--- src/sv/rps_pkg.sv ---
`default_nettype none

package rps_pkg;

    localparam int TW    = 16;
    localparam int SPW   = 13;
    localparam int SEGW  = 3;
    localparam int TEMPW = 9;
    localparam int RATEW = 12;
    localparam int DURW  = 10;
    localparam int LENW  = 21;
    localparam int BXW   = 23;
    localparam int QW    = 13;
    localparam int PRODW = 29;
    localparam int CFGW  = 12;
    localparam int IDXW  = 3;
    localparam int QDEPTH = 4;

    localparam logic [IDXW-1:0] REG_MODE      = 3'd0;
    localparam logic [IDXW-1:0] REG_START     = 3'd1;
    localparam logic [IDXW-1:0] REG_PRE_RATE  = 3'd2;
    localparam logic [IDXW-1:0] REG_SOAK_TEMP = 3'd3;
    localparam logic [IDXW-1:0] REG_SOAK_TIME = 3'd4;
    localparam logic [IDXW-1:0] REG_RAMP_RATE = 3'd5;
    localparam logic [IDXW-1:0] REG_PEAK_TEMP = 3'd6;
    localparam logic [IDXW-1:0] REG_PEAK_TIME = 3'd7;

    localparam logic [TEMPW-1:0] ROOM_TEMP   = 9'd25;
    localparam logic [2:0]       REFLOW_SEGS = 3'd5;
    localparam logic [2:0]       STERIL_SEGS = 3'd3;

    typedef struct packed {
        logic [5:0][BXW-1:0]   bx;
        logic [5:0][TEMPW-1:0] ty;
        logic [2:0]            nseg;
        logic [BXW:0]          door_sum;
        logic                  busy;
    } t_profile;

    typedef struct packed {
        logic [SEGW-1:0]  seg;
        logic             door;
        logic [TW-1:0]    dt;
        logic [TEMPW-1:0] mag;
        logic             neg;
        logic [SPW-1:0]   base;
        logic [BXW-1:0]   span;
    } t_job;

endpackage

`default_nettype wire

--- src/sv/rps_bounds.sv ---
`default_nettype none

module rps_bounds import rps_pkg::*; #(
    parameter int MAX_SEGMENTS = 5
) (
    input  wire logic            i_clk,
    input  wire logic            i_rst_n,
    input  wire logic            i_cfg_valid,
    input  wire logic [IDXW-1:0] i_cfg_index,
    input  wire logic [CFGW-1:0] i_cfg_data,
    output t_profile             o_prof
);

    localparam logic [2:0] N_REFLOW = (MAX_SEGMENTS < 5) ? 3'(MAX_SEGMENTS) : REFLOW_SEGS;
    localparam logic [2:0] N_STERIL = (MAX_SEGMENTS < 3) ? 3'(MAX_SEGMENTS) : STERIL_SEGS;

    typedef enum logic [1:0] {S_IDLE, S_LOAD, S_DIV, S_SUM} t_state;

    t_state                r_state;
    logic                  r_mode;
    logic [TEMPW-1:0]      r_start, r_soak_temp, r_peak_temp;
    logic [RATEW-1:0]      r_pre_rate, r_ramp_rate;
    logic [DURW-1:0]       r_soak_time, r_peak_time;
    logic [1:0]            r_job;
    logic [4:0]            r_cnt;
    logic [LENW-1:0]       r_work;
    logic [SPW-1:0]        r_rem, r_den;
    logic [LENW-1:0]       r_len0, r_len1, r_len2;
    logic [2:0]            r_k;
    logic [BXW-1:0]        r_acc;
    logic [5:0][BXW-1:0]   r_bx;
    logic [BXW:0]          r_door_sum;

    logic [TEMPW-1:0] from_t, to_t, diff;
    logic [RATEW-1:0] rate, rate_eff;
    logic             dbl;
    logic [LENW-1:0]  num;
    logic [SPW-1:0]   den;
    logic [SPW:0]     trial;
    logic             ge;
    logic [BXW-1:0]   inc, sum_new;
    logic [2:0]       nseg;

    assign nseg = r_mode ? N_STERIL : N_REFLOW;

    always_comb begin
        unique case (r_job)
            2'd0: begin
                from_t = r_start; to_t = r_soak_temp; rate = r_pre_rate; dbl = 1'b0;
            end
            2'd1: begin
                from_t = r_soak_temp; to_t = r_peak_temp; rate = r_ramp_rate; dbl = 1'b0;
            end
            default: begin
                from_t = r_start; to_t = r_mode ? r_soak_temp : r_peak_temp;
                rate = r_pre_rate; dbl = 1'b1;
            end
        endcase
        diff     = (to_t > from_t) ? to_t - from_t : '0;
        rate_eff = (rate == '0) ? RATEW'(1) : rate;
        num      = {diff, 12'b0};
        den      = dbl ? {rate_eff, 1'b0} : {1'b0, rate_eff};
        trial    = {r_rem, r_work[LENW-1]};
        ge       = trial >= {1'b0, r_den};
    end

    always_comb begin
        unique case (r_k)
            3'd1:    inc = BXW'(r_len0);
            3'd2:    inc = BXW'({r_soak_time, 4'b0});
            3'd3:    inc = r_mode ? BXW'(r_len2) : BXW'(r_len1);
            3'd4:    inc = r_mode ? '0 : BXW'({r_peak_time, 4'b0});
            3'd5:    inc = r_mode ? '0 : BXW'(r_len2);
            default: inc = '0;
        endcase
        sum_new = r_acc + inc;
    end

    always_ff @(posedge i_clk) begin
        if (!i_rst_n) begin
            r_state     <= S_LOAD;
            r_job       <= 2'd0;
            r_mode      <= 1'b0;
            r_start     <= 9'd25;
            r_pre_rate  <= 12'd384;
            r_soak_temp <= 9'd150;
            r_soak_time <= 10'd60;
            r_ramp_rate <= 12'd512;
            r_peak_temp <= 9'd230;
            r_peak_time <= 10'd20;
        end else if (i_cfg_valid) begin
            r_state <= S_LOAD;
            r_job   <= 2'd0;
            unique case (i_cfg_index)
                REG_MODE:      r_mode      <= i_cfg_data[0];
                REG_START:     r_start     <= i_cfg_data[TEMPW-1:0];
                REG_PRE_RATE:  r_pre_rate  <= i_cfg_data[RATEW-1:0];
                REG_SOAK_TEMP: r_soak_temp <= i_cfg_data[TEMPW-1:0];
                REG_SOAK_TIME: r_soak_time <= i_cfg_data[DURW-1:0];
                REG_RAMP_RATE: r_ramp_rate <= i_cfg_data[RATEW-1:0];
                REG_PEAK_TEMP: r_peak_temp <= i_cfg_data[TEMPW-1:0];
                REG_PEAK_TIME: r_peak_time <= i_cfg_data[DURW-1:0];
                default: ;
            endcase
        end else begin
            unique case (r_state)
                S_IDLE: ;
                S_LOAD: begin
                    r_work  <= num;
                    r_rem   <= '0;
                    r_den   <= den;
                    r_cnt   <= '0;
                    r_state <= S_DIV;
                end
                S_DIV: begin
                    r_rem  <= ge ? SPW'(trial - {1'b0, r_den}) : SPW'(trial);
                    r_work <= {r_work[LENW-2:0], ge};
                    r_cnt  <= r_cnt + 5'd1;
                    if (r_cnt == 5'(LENW - 1)) begin
                        unique case (r_job)
                            2'd0:    r_len0 <= {r_work[LENW-2:0], ge};
                            2'd1:    r_len1 <= {r_work[LENW-2:0], ge};
                            default: r_len2 <= {r_work[LENW-2:0], ge};
                        endcase
                        if (r_job == 2'd2) begin
                            r_state <= S_SUM;
                            r_k     <= 3'd1;
                            r_acc   <= '0;
                            r_bx[0] <= '0;
                        end else begin
                            r_job   <= r_job + 2'd1;
                            r_state <= S_LOAD;
                        end
                    end
                end
                S_SUM: begin
                    r_bx[r_k] <= sum_new;
                    r_acc     <= sum_new;
                    r_k       <= r_k + 3'd1;
                    if (r_k == nseg)
                        r_door_sum <= {1'b0, r_acc} + {1'b0, sum_new};
                    if (r_k == 3'd5)
                        r_state <= S_IDLE;
                end
                default: r_state <= S_IDLE;
            endcase
        end
    end

    always_comb begin
        o_prof.bx       = r_bx;
        o_prof.ty[0]    = r_start;
        o_prof.ty[1]    = r_soak_temp;
        o_prof.ty[2]    = r_soak_temp;
        o_prof.ty[3]    = r_mode ? ROOM_TEMP : r_peak_temp;
        o_prof.ty[4]    = r_mode ? ROOM_TEMP : r_peak_temp;
        o_prof.ty[5]    = ROOM_TEMP;
        o_prof.nseg     = nseg;
        o_prof.door_sum = r_door_sum;
        o_prof.busy     = (r_state != S_IDLE);
    end

endmodule

`default_nettype wire

--- src/sv/rps_front.sv ---
`default_nettype none

module rps_front import rps_pkg::*; #(
    parameter int MAX_SEGMENTS = 5
) (
    input  wire logic          i_in_valid,
    input  wire logic [TW-1:0] i_time_now,
    input  wire logic          i_full,
    input  t_profile           i_prof,
    output logic               o_in_ready,
    output logic               o_push,
    output t_job               o_job
);

    localparam logic [SEGW-1:0] SEG_NONE = SEGW'(MAX_SEGMENTS);

    logic [BXW-1:0] t_ext, lo, hi;
    logic           found;

    assign t_ext      = BXW'(i_time_now);
    assign o_in_ready = !i_prof.busy && !i_full;
    assign o_push     = i_in_valid && o_in_ready;

    always_comb begin
        found      = 1'b0;
        lo         = '0;
        hi         = BXW'(1);
        o_job.seg  = SEG_NONE;
        o_job.mag  = '0;
        o_job.neg  = 1'b0;
        o_job.base = '0;
        for (int i = 0; i < 5; i++) begin
            if (!found && (3'(i) < i_prof.nseg) && t_ext >= i_prof.bx[i]
                    && t_ext < i_prof.bx[i+1]) begin
                found      = 1'b1;
                lo         = i_prof.bx[i];
                hi         = i_prof.bx[i+1];
                o_job.seg  = SEGW'(i);
                o_job.neg  = i_prof.ty[i+1] < i_prof.ty[i];
                o_job.mag  = (i_prof.ty[i+1] < i_prof.ty[i]) ?
                             i_prof.ty[i] - i_prof.ty[i+1] : i_prof.ty[i+1] - i_prof.ty[i];
                o_job.base = {i_prof.ty[i], 4'b0};
            end
        end
        o_job.dt   = found ? TW'(t_ext - lo) : '0;
        o_job.span = hi - lo;
        o_job.door = {{(BXW-TW){1'b0}}, i_time_now, 1'b0} > i_prof.door_sum;
    end

endmodule

`default_nettype wire

--- src/sv/rps_queue.sv ---
`default_nettype none

module rps_queue import rps_pkg::*; (
    input  wire logic i_clk,
    input  wire logic i_rst_n,
    input  wire logic i_push,
    input  t_job      i_data,
    input  wire logic i_pop,
    output t_job      o_data,
    output logic      o_empty,
    output logic      o_full
);

    localparam int PW = $clog2(QDEPTH);

    t_job              r_mem [QDEPTH];
    logic [PW-1:0]     r_wr, r_rd;
    logic [PW:0]       r_count;

    assign o_empty = (r_count == '0);
    assign o_full  = (r_count == (PW+1)'(QDEPTH));
    assign o_data  = r_mem[r_rd];

    always_ff @(posedge i_clk) begin
        if (i_push)
            r_mem[r_wr] <= i_data;
    end

    always_ff @(posedge i_clk) begin
        if (!i_rst_n) begin
            r_wr    <= '0;
            r_rd    <= '0;
            r_count <= '0;
        end else begin
            if (i_push)
                r_wr <= r_wr + PW'(1);
            if (i_pop)
                r_rd <= r_rd + PW'(1);
            r_count <= r_count + (PW+1)'(i_push) - (PW+1)'(i_pop);
        end
    end

endmodule

`default_nettype wire

--- src/sv/rps_back.sv ---
`default_nettype none

module rps_back import rps_pkg::*; (
    input  wire logic       i_clk,
    input  wire logic       i_rst_n,
    input  t_job            i_job,
    input  wire logic       i_avail,
    output logic            o_pop,
    output logic            o_out_valid,
    input  wire logic       i_out_ready,
    output logic [SPW-1:0]  o_setpoint,
    output logic [SEGW-1:0] o_segment_index,
    output logic            o_door_open
);

    localparam int CW = BXW + QW;

    typedef struct packed {
        logic [PRODW-1:0] p;
        logic [BXW-1:0]   span;
        logic [QW-1:0]    q;
        logic             neg;
        logic [SPW-1:0]   base;
        logic [SEGW-1:0]  seg;
        logic             door;
    } t_stage;

    t_stage    r_st [QW+1];
    t_stage    n_st [QW+1];
    logic [QW:0] r_v;
    logic      en;
    logic [CW-1:0] ext_p, ext_d;
    logic          ge;

    assign en    = !o_out_valid || i_out_ready;
    assign o_pop = en && i_avail;

    always_comb begin
        n_st[0].p    = {PRODW'(i_job.dt * i_job.mag)} << 4;
        n_st[0].span = i_job.span;
        n_st[0].q    = '0;
        n_st[0].neg  = i_job.neg;
        n_st[0].base = i_job.base;
        n_st[0].seg  = i_job.seg;
        n_st[0].door = i_job.door;
        ext_p = '0;
        ext_d = '0;
        ge    = 1'b0;
        for (int k = 1; k <= QW; k++) begin
            ext_p   = CW'(r_st[k-1].p);
            ext_d   = CW'(r_st[k-1].span) << (QW - k);
            ge      = ext_p >= ext_d;
            n_st[k] = r_st[k-1];
            if (ge) begin
                n_st[k].p         = PRODW'(ext_p - ext_d);
                n_st[k].q[QW - k] = 1'b1;
            end
        end
    end

    always_ff @(posedge i_clk) begin
        if (en) begin
            for (int k = 0; k <= QW; k++)
                r_st[k] <= n_st[k];
            o_setpoint      <= r_st[QW].neg ? r_st[QW].base - r_st[QW].q
                                            : r_st[QW].base + r_st[QW].q;
            o_segment_index <= r_st[QW].seg;
            o_door_open     <= r_st[QW].door;
        end
    end

    always_ff @(posedge i_clk) begin
        if (!i_rst_n) begin
            r_v         <= '0;
            o_out_valid <= 1'b0;
        end else if (en) begin
            r_v         <= {r_v[QW-1:0], i_avail};
            o_out_valid <= r_v[QW];
        end
    end

endmodule

`default_nettype wire

--- src/sv/reflow_profile_setpoint.sv ---
// Oven setpoint from a piecewise-linear reflow or sterilize profile. One time word is taken
// per clock when no rebuild runs and the queue has room; one result word leaves per clock
// while i_out_ready is high. A word passes the queue write, a multiply stage, 13 divider
// stages of one quotient bit each and the output register. After reset and after every
// configuration write a bit-serial divider rebuilds the breakpoints (three ramp lengths,
// then a summing pass) and holds the input off; configuration writes are always taken.
`default_nettype none

module reflow_profile_setpoint import rps_pkg::*; #(
    parameter int MAX_SEGMENTS = 5
) (
    input  wire logic            i_clk,
    input  wire logic            i_rst_n,
    input  wire logic            i_in_valid,
    output logic                 o_in_ready,
    input  wire logic [TW-1:0]   i_time_now,
    output logic                 o_out_valid,
    input  wire logic            i_out_ready,
    output logic [SPW-1:0]       o_setpoint,
    output logic [SEGW-1:0]      o_segment_index,
    output logic                 o_door_open,
    input  wire logic            i_cfg_valid,
    output logic                 o_cfg_ready,
    input  wire logic [IDXW-1:0] i_cfg_index,
    input  wire logic [CFGW-1:0] i_cfg_data
);

    t_profile prof;
    t_job     job_in, job_out;
    logic     push, pop, empty, full;

    assign o_cfg_ready = 1'b1;

    rps_bounds #(.MAX_SEGMENTS(MAX_SEGMENTS)) u_bounds (
        .i_clk       (i_clk),
        .i_rst_n     (i_rst_n),
        .i_cfg_valid (i_cfg_valid),
        .i_cfg_index (i_cfg_index),
        .i_cfg_data  (i_cfg_data),
        .o_prof      (prof)
    );

    rps_front #(.MAX_SEGMENTS(MAX_SEGMENTS)) u_front (
        .i_in_valid (i_in_valid),
        .i_time_now (i_time_now),
        .i_full     (full),
        .i_prof     (prof),
        .o_in_ready (o_in_ready),
        .o_push     (push),
        .o_job      (job_in)
    );

    rps_queue u_queue (
        .i_clk   (i_clk),
        .i_rst_n (i_rst_n),
        .i_push  (push),
        .i_data  (job_in),
        .i_pop   (pop),
        .o_data  (job_out),
        .o_empty (empty),
        .o_full  (full)
    );

    rps_back u_back (
        .i_clk           (i_clk),
        .i_rst_n         (i_rst_n),
        .i_job           (job_out),
        .i_avail         (!empty),
        .o_pop           (pop),
        .o_out_valid     (o_out_valid),
        .i_out_ready     (i_out_ready),
        .o_setpoint      (o_setpoint),
        .o_segment_index (o_segment_index),
        .o_door_open     (o_door_open)
    );

endmodule

`default_nettype wire

--- config.mk ---
export PLATFORM = sky130hd
export DESIGN_NAME = reflow_profile_setpoint
export DESIGN_NICKNAME = d
export VERILOG_FILES = /design/src/sv/rps_pkg.sv /design/src/sv/rps_bounds.sv /design/src/sv/rps_front.sv /design/src/sv/rps_queue.sv /design/src/sv/rps_back.sv /design/src/sv/reflow_profile_setpoint.sv
export SDC_FILE = /design/constraint.sdc
export NUM_CORES = 2
export LEC_CHECK = 0
export BUFFER_PORTS_ARGS = -buffer_cell sky130_fd_sc_hd__buf_2
export CAP_MARGIN = 20
export CORE_UTILIZATION = 60
export CTS_BUF_LIST = sky130_fd_sc_hd__clkbuf_4
export CTS_CLUSTER_DIAMETER = 100
export DETAILED_ROUTE_END_ITERATION = 6
export PLACE_DENSITY = 0.8
export SLEW_MARGIN = 40
export SYNTH_ARGS = -nofsm -noshare
export SYNTH_HDL_FRONTEND = slang
export SYNTH_SLANG_ARGS = --single-unit
--- constraint.sdc ---
create_clock -name i_clk -period 62.8 [get_ports i_clk]
set_input_delay 6.28 -clock i_clk [delete_from_list [all_inputs] [get_ports i_clk]]
set_output_delay 6.28 -clock i_clk [all_outputs]
set_load 0.02 [all_outputs]
==> results.ini <==
[clock_tree]
clockBufferDepth = 4
cts-root-buf = clkbuf_4
clkSinkCount = 1585
path_clk_slew_ns = 0.07
postCtsHoldBufs = 0
clk_latency_ns = 1.36
cts_resized = 0
cts_buffers = 397
cts.htree.levels = 5
postCtsSetupRepairBufs = 0
tritoncts = done

[sta]
grt_setup_unrepaired = false
fin_worst_skew_ns = 0.149
setup_viol = 0
worstMarginPinSlew_ns = 0.889
period_share_pct = 19.5
period_needed_ns = 12.22
holdWs_ns = 0.350
hold_viol_final = 0
drv_slew = 0
max_freq_mhz = 81.8
fin_setup_tns_ns = 0
relSlewSlack_pct = 40.1

[synthesis]
synth_edf_count = 1485
synth_common_cells = edfxtp_1, inv_1, nand2_1
ys_top_cells_by_area = edfxtp_1, ha_1, inv_1
yosysMostFrequentCell = edfxtp_1
synth_cell_type_count = 96
synth_top_cell_by_area = edfxtp_1
synthArstFlopShare_pct = 0
synth_seq_cells = 1585
synth_area_um2 = 83800
synth_warnings = 0
synth_top_area_share_pct = 53.2
yosysSeqAreaShare_pct = 55.6
syn-instance-count = 6974
avgSynthCellArea_um2 = 12.0
ys.flop_type = edfxtp_1

[floorplanning]
core_um2 = 138000
ioPinCount = 56
die_width_um = 376
dieHeight_um = 376
start_util_pct = 60.7
row_count = 136
dieArea_um2 = 141000

[placement]
port_buffers = 54
place.gp.congestion = 0.963
dpl.cell_count = 8794
dpl_cell_area_um2 = 86600
dp_hpwl_um = 139000

[layout]
final_cells = 9472
areaGrowthSynthToFinish_pct = 9.15
final_layout_size_suffix_gt1_share_pct = 13.0
fin_nets = 8089
finish.instance_area_um2 = 91400
fill_cells = 9993

[drt]
dr.pass1.iters = 7
wl_per_cell_um = 20.5
wl_met1_um = 77500
wirelength_um = 194000
remaining_drc_errors = 3
num_vias = 55700
ant_nets = 0
dr_wl_met3_um = 12000
highest_layer = met5
first_iter_violations = 4812
wl_met2_um = 96600
vias_per_cell = 5.88

[critical_path]
crit_type = input pin to flip-flop
cp-end-kind = flip-flop
cp.arrival_ns = 13.19
crit_required_ns = 63.77
crit_fanout = 61
start_kind = input pin

[run_status]
outcome = finished with violations
violations = DRC

[global_routing]
grt_pass1_wl_um = 303000
gr-total-overflow = 0
grt_pass1_vias = 56100
grt_use_total_pct = 27.6
antenna_found_initial = 5
grt_max_degree = 98

[run]
cap_violations = 0

[min_path]
hold_path_class = flip-flop to flip-flop

[path summary, 6_finish.rpt]
| check | from | endpoint | slack [ns] | cells past startpoint |
|---|---|---|---|---|
| setup / recovery | i_time_now[12] | u_queue.r_mem[0][60] | 50.58 | 25 |
| hold reg to reg | u_back.r_st[0][499] | u_back.r_st[0][582] | 0.35 | 0 |
| hold / removal | u_back.r_st[0][499] | u_back.r_st[0][582] | 0.35 | 0 |
| setup reg to reg | u_bounds.r_k[2] | u_bounds.r_door_sum[23] | 54.65 | 27 |
[registers in the layout, indices dropped and copies added, names as in the netlist, 5 cells and up, named ones only]
name / flops
u_bounds.o_prof: 138
u_bounds.r_door_sum: 24
u_bounds.r_pre_rate: 12
u_bounds.r_soak_time: 10
u_bounds.r_rem: 13
u_back.o_setpoint: 13
u_back.r_st: 917
u_bounds.r_peak_time: 10
u_bounds.r_den: 13
u_bounds.r_len0: 21
u_bounds.r_cnt: 5
u_bounds.r_acc: 23
u_bounds.r_ramp_rate: 12
u_bounds.r_len1: 21
u_bounds.r_len2: 21
u_back.r_v: 14
u_bounds.r_soak_temp: 9
u_bounds.r_peak_temp: 9
u_queue.r_mem: 248
u_bounds.r_start: 9
u_bounds.r_work: 21
[placed cells by master (no fill, tap or decap), drive strengths merged, types with 37 or more instances in the layout]
cell type	instances
nor2	352
nand2	715
and2	131
o211ai	37
inv	737
o21ai	369
nand3	85
a31oi	49
nand4	61
buf	118
o21a	63
nand2b	57
clkinv	80
clkbuf	577
and3	37
xnor2	217
a21oi	306
a21boi	145
dfxtp	100
nor3	101
a21o	144
mux4	62
a222oi	42
mux2i	48
o31ai	52
nor2b	86
xor2	106
mux2	94
fa	121
edfxtp	1485
ha	601
nor4	41
[cells by family (layout without fill, tap and decap cells)]
group	after synthesis	after routing	share of synthesized area [%]
adders and majority gates	724	724	11.9
AOI/OAI and AO/OA	1464	1464	11.5
other	1	18	0.00448
and+or+nand+nor	1776	1776	10.0
DFF	1585	1585	55.6
buffers and inverters	897	1515	4.04
muxes	204	204	3.50
xor gates and xnor gates	323	323	3.38
[critical path, cell delays in order]
cell      delay (ns)
buf_2           0.34
ha_1            0.32
a211oi_1        0.22
nor2_1          0.08
a2111o_1        0.37
a311o_1         0.28
a21oi_1         0.62
nand2b_1        0.28
or3_4           0.64
o21ai_0         0.57
ha_1            0.36
nor2b_1         0.16
o21ai_0         0.21
a21boi_0        0.15
o21ai_0         0.23
a21boi_0        0.15
o21ai_0         0.23
a21oi_1         0.14
o21ai_0         0.23
a21oi_1         0.12
o21ai_0         0.15
nand2_1         0.11
maj3_1          0.35
a21oi_1         0.17
mux2_2          0.39
[metrics by stage]
stage / util, % / worst slack (ns)
after CTS: 66.2 / 50.81
after global placement: 62.6 / 49.26
after global routing: 66.3 / 50.15
after floorplan: - / 29.25
after detailed placement: 62.7 / 49.49
final: 66.3 / 50.58
[area by class of cell]
cell class / count / area, µm² / area share (%)
Clock inverter: 89 / 422 / 0.461
Sequential cell: 1585 / 46600 / 51.0
Multi-Input combinational cell: 4498 / 34100 / 37.3
Antenna cell: 11 / 27.5 / 0.0301
Inverter: 731 / 2750 / 3.01
Clock buffer: 577 / 4330 / 4.74
Timing Repair Buffer: 118 / 848 / 0.928
Tap cell: 1863 / 2330 / 2.55
[routing by layer]
layer / global-route usage, % / vias up
met5: 0 / -
met4: 12.3 / 2
met3: 4.96 / 447
met2: 47.4 / 1957
met1: 34.0 / 27000
li1: - / 26300
Power is not shown: default switching activity piles up to over one toggle a cycle in this logic, so the estimate is an artifact.
